$ cat src/rtl/cdq_pkg.sv
// Shared constants, command and status codes, and control types for the circular deque.
package cdq_pkg;

  // Ring store geometry
  localparam int DEPTH  = 128;
  localparam int IDX_W  = $clog2(DEPTH);
  localparam int CAP_W  = IDX_W + 1;
  localparam int CFG_W  = 8;
  localparam int CMP_W  = (CFG_W > CAP_W) ? CFG_W : CAP_W;
  localparam int DATA_W = 32;
  localparam int CMD_W  = 3;
  localparam int ST_W   = 2;

  // Capacity register after reset
  localparam logic [CFG_W-1:0] CAP_RESET = CFG_W'(128);

  // Command codes
  localparam logic [CMD_W-1:0] CMD_INS_FRONT  = CMD_W'(0);
  localparam logic [CMD_W-1:0] CMD_INS_BACK   = CMD_W'(1);
  localparam logic [CMD_W-1:0] CMD_DEL_FRONT  = CMD_W'(2);
  localparam logic [CMD_W-1:0] CMD_DEL_BACK   = CMD_W'(3);
  localparam logic [CMD_W-1:0] CMD_PEEK_FRONT = CMD_W'(4);
  localparam logic [CMD_W-1:0] CMD_PEEK_REAR  = CMD_W'(5);

  // Status codes
  localparam logic [ST_W-1:0] ST_OK        = ST_W'(0);
  localparam logic [ST_W-1:0] ST_OVERFLOW  = ST_W'(1);
  localparam logic [ST_W-1:0] ST_UNDERFLOW = ST_W'(2);

  // Controller to datapath commands
  typedef struct packed {
    logic load;    // latch the input beat
    logic rd_en;   // read the peek slot
    logic commit;  // update indices, store and result register
  } cdq_ctl_t;

endpackage

$ cat src/rtl/cdq_ctrl.sv
// Sequencer for the circular deque: accept, slot read, commit and result handoff.
module cdq_ctrl
  import cdq_pkg::*;
(
  input  logic     clk,
  input  logic     rst_n,
  input  logic     in_valid,
  output logic     in_stall,
  output logic     out_valid,
  input  logic     out_stall,
  output cdq_ctl_t ctl
);

  typedef enum logic [1:0] {
    S_IDLE,
    S_READ,
    S_DONE
  } state_t;

  state_t state_r, state_nxt;
  logic   out_valid_r, out_valid_nxt;
  logic   out_free;

  // Result register may be loaded when empty or drained this cycle
  assign out_free = !out_valid_r || !out_stall;

  // Commands to the datapath
  always_comb begin
    ctl.load   = (state_r == S_IDLE) && in_valid;
    ctl.rd_en  = (state_r == S_READ);
    ctl.commit = (state_r == S_DONE) && out_free;
  end

  // Next state and result valid
  always_comb begin
    state_nxt     = state_r;
    out_valid_nxt = out_valid_r && out_stall;
    unique case (state_r)
      S_IDLE: begin
        if (in_valid) begin
          state_nxt = S_READ;
        end
      end
      S_READ: begin
        state_nxt = S_DONE;
      end
      S_DONE: begin
        if (out_free) begin
          state_nxt     = S_IDLE;
          out_valid_nxt = 1'b1;
        end
      end
      default: begin
        state_nxt = S_IDLE;
      end
    endcase
  end

  always_ff @(posedge clk) begin
    if (!rst_n) begin
      state_r     <= S_IDLE;
      out_valid_r <= 1'b0;
    end else begin
      state_r     <= state_nxt;
      out_valid_r <= out_valid_nxt;
    end
  end

  assign in_stall  = (state_r != S_IDLE);
  assign out_valid = out_valid_r;

  // One beat in flight: an accepted beat blocks the input next cycle
  a_busy_after_accept: assert property (@(posedge clk) disable iff (!rst_n)
    (in_valid && !in_stall) |=> in_stall)
    else $error("input accepted while a command is in flight");

  // A result appears only out of the commit state
  a_result_from_commit: assert property (@(posedge clk) disable iff (!rst_n)
    $rose(out_valid) |-> $past(state_r == S_DONE))
    else $error("result valid raised outside commit");

endmodule

$ cat config.mk
export PLATFORM = sky130hd
export DESIGN_NAME = cdq_ctrl
export DESIGN_NICKNAME = d
export VERILOG_FILES = /design/src/rtl/cdq_pkg.sv /design/src/rtl/cdq_ctrl.sv
export SDC_FILE = /design/constraint.sdc
export NUM_CORES = 1
export LEC_CHECK = 0
export BUFFER_PORTS_ARGS = -buffer_cell sky130_fd_sc_hd__clkbuf_2
export CAP_MARGIN = 25
export CORE_AREA = 2 2 39 41
export CTS_BUF_LIST = sky130_fd_sc_hd__clkbuf_4
export DETAILED_ROUTE_END_ITERATION = 7
export DIE_AREA = 0 0 41 43
export PLACE_DENSITY = 0.41
export SKIP_CTS_REPAIR_TIMING = 1
export SYNTH_ARGS = -nofsm -noshare
export SYNTH_HDL_FRONTEND = slang
export SYNTH_SLANG_ARGS = --single-unit
$ cat constraint.sdc
create_clock -name clk -period 0.8 [get_ports clk]
set_input_delay 0.16 -clock clk [delete_from_list [all_inputs] [get_ports clk]]
set_output_delay 0.16 -clock clk [all_outputs]
set_load 0.05 [all_outputs]
==> flow_metrics.py <==
metrics = {
    "drt": {
        "drc": 0,
        "dr.first_iter.drc_count": 1,
        "ant_nets": 0,
        "routed_wl_um": 370,
        "drtPass1Iterations": 2,
        "wire_per_inst_um": 8.81,
        "routed-via-count": 146,
        "viasPerCell": 3.48,
    },
    "clock_network": {
        "clk_pin_slew_ns": 0.04,
        "cts_tree": "done",
        "clock_sinks": 3,
        "clockBufferDepth": 2,
        "numCtsBuffers": 3,
        "clk_latency_ns": 0.24,
        "htree_levels": 1,
        "cts_root_buffer": "clkbuf_4",
    },
    "critical_path": {
        "arrival_ns": 1.01,
        "rrSetupSlack_ns": -0.06,
        "rr_worst_depth": 2,
        "reg2reg_to": "state_r[1]",
        "path_class": "reg2out",
        "path_max_fanout": 5,
        "required_ns": 0.64,
        "start_kind": "flip-flop",
        "r2r_start": "state_r[1]",
        "end_kind": "output pin",
    },
    "global_route": {
        "grt_use_total_pct": 6.12,
        "grt_pass1_wl_um": 648,
        "first_global_vias": 170,
        "antenna_found_initial": 0,
        "overflow": 0,
        "grt_max_degree": 6,
    },
    "die": {
        "start_util_pct": 10.3,
        "fp.dieW_um": 41,
        "io_pins": 9,
        "core_region_area_um2": 1380,
        "dieHeight_um": 43,
        "num_rows": 14,
        "die-area_um2": 1760,
    },
    "final_layout": {
        "layout_common_cells": "4 x clkbuf_4, 3 x clkbuf_2, 3 x dfxtp_4",
        "final_area_um2": 325,
        "area_growth_pct": 128,
        "antenna-diode-count": 0,
        "nFillCells": 150,
        "final_common_cell": "clkbuf_4",
        "layout.area.seq_um2": 71.3,
        "drive_above_1_share_pct": 80.8,
        "num-nets-final": 31,
        "multiInputGateArea_um2": 104,
    },
    "timing": {
        "fin_ws_ns": -0.374,
        "period_needed_ns": 1.17,
        "hold_viol_final": 0,
        "fin_tns_setup_ns": -1.60,
        "fmax_mhz": 852,
        "rsz0062_at_grt": "yes",
        "drv_slew": 0,
        "fin_skew_ns": 0.00296,
        "report.final.setup_viol": 6,
        "hold_slack_ns": 0.160,
        "tightest_slew_ns": 0.164,
        "slew_headroom_pct": 89.1,
        "period_share_pct": 147,
    },
    "hold_path": {
        "hold_class": "in2reg",
        "whs_endpoint": "state_r[1]",
        "min_from": "rst_n",
        "min_path_cells": 2,
    },
    "synth": {
        "ys_warn_count": 0,
        "synthesis.nets": 18,
        "syn_avg_cell_area_um2": 10.2,
        "synth_cells": 14,
        "ys_ff_latch": 3,
        "synth_area_um2": 143,
        "seq_area_frac_synth_pct": 42.1,
        "netlist-cell-type-count": 12,
    },
    "pwr": {
        "finalPower_mw": 0.624,
        "p_leak_nw": 0.134,
        "powerDensity_nw_per_um2": 1920,
        "ir_worst_vdd_v": 0.000538,
    },
    "status": {
        "violations": "negative setup slack",
        "status": "finished with violations",
    },
    "job": {
        "cap_violations": 0,
    },
    "placement": {
        "gp_congestion": 0.583,
        "post_dp_cell_area_um2": 248,
        "port_buffers": 8,
    },
}
-- Yosys cell counts, drive strengths merged --
cell    instances  area, µm²
nand2b          1       6.26
nor3b           1       12.5
and4b           1       10.0
o21a            1       7.51
and2b           1       10.0
and2            1       6.26
a21boi          1       7.51
dfxtp           3       60.1
buf             1       7.51
a21oi           1       5.00
or2             1       6.26
nand2           1       3.75
-- layer usage --
metal	wire [µm]	global-route usage, %	vias up
met5	0	0	-
met1	181	7.05	65
li1	-	-	72
met3	50	4.71	0
met4	0	6.00	0
met2	139	6.56	9
-- worst max-delay path by stage --
stage                          start         end  slack [ns]  cells after the start
after floorplan           state_r[0]  state_r[0]       -0.30                      2
after global placement    state_r[0]      ctl[2]       -0.17                      2
after detailed placement  state_r[1]      ctl[0]       -0.21                      3
after CTS                 state_r[1]      ctl[0]       -0.46                      3
after global routing      state_r[1]      ctl[2]       -0.41                      2
final                     state_r[0]      ctl[0]       -0.37                      3
-- critical path: stages, from the launching register on --
cell and delay (ns):
dfxtp_4 0.35, nand2b_4 0.15, a21oi_4 0.13, buf_12 0.15
-- logic make-up after synthesis --
family	count (synthesis)	share of synthesized area, %
compound gates	3	14.0
flops	3	42.1
buf+inv	1	5.27
simple gates	7	38.6
-- state kept, by name (all words and copies together), names as in the netlist --
name and flops:
out_valid 1, state_r 2
-- layout make-up --
type / count / area share, %
multi-input combinational: 10 / 31.9
clock buffer: 4 / 9.23
sequential: 3 / 21.9
tap: 16 / 6.15
timing repair buffer: 9 / 30.8
-- report_power, final --
part	switching (mW)	leakage [nW]	internal, mW
Combinational	0.0806	0.0892	0.0719
Clock	0.0856	0.0184	0.221
Sequential	0.0125	0.0267	0.153
Total	0.179	0.134	0.446
-- stage by stage --
stage | cells | setup slack, ns | util (%)
2_1_floorplan | 14 | -0.300 | -
3_3_place_gp | 37 | -0.172 | 17.9
3_5_place_dp | 37 | -0.206 | 17.9
4_1_cts | 41 | -0.464 | 20.1
5_1_grt | 42 | -0.406 | 23.5
6_report | 42 | -0.374 | 23.5
Power figures use the tool's default switching activity.
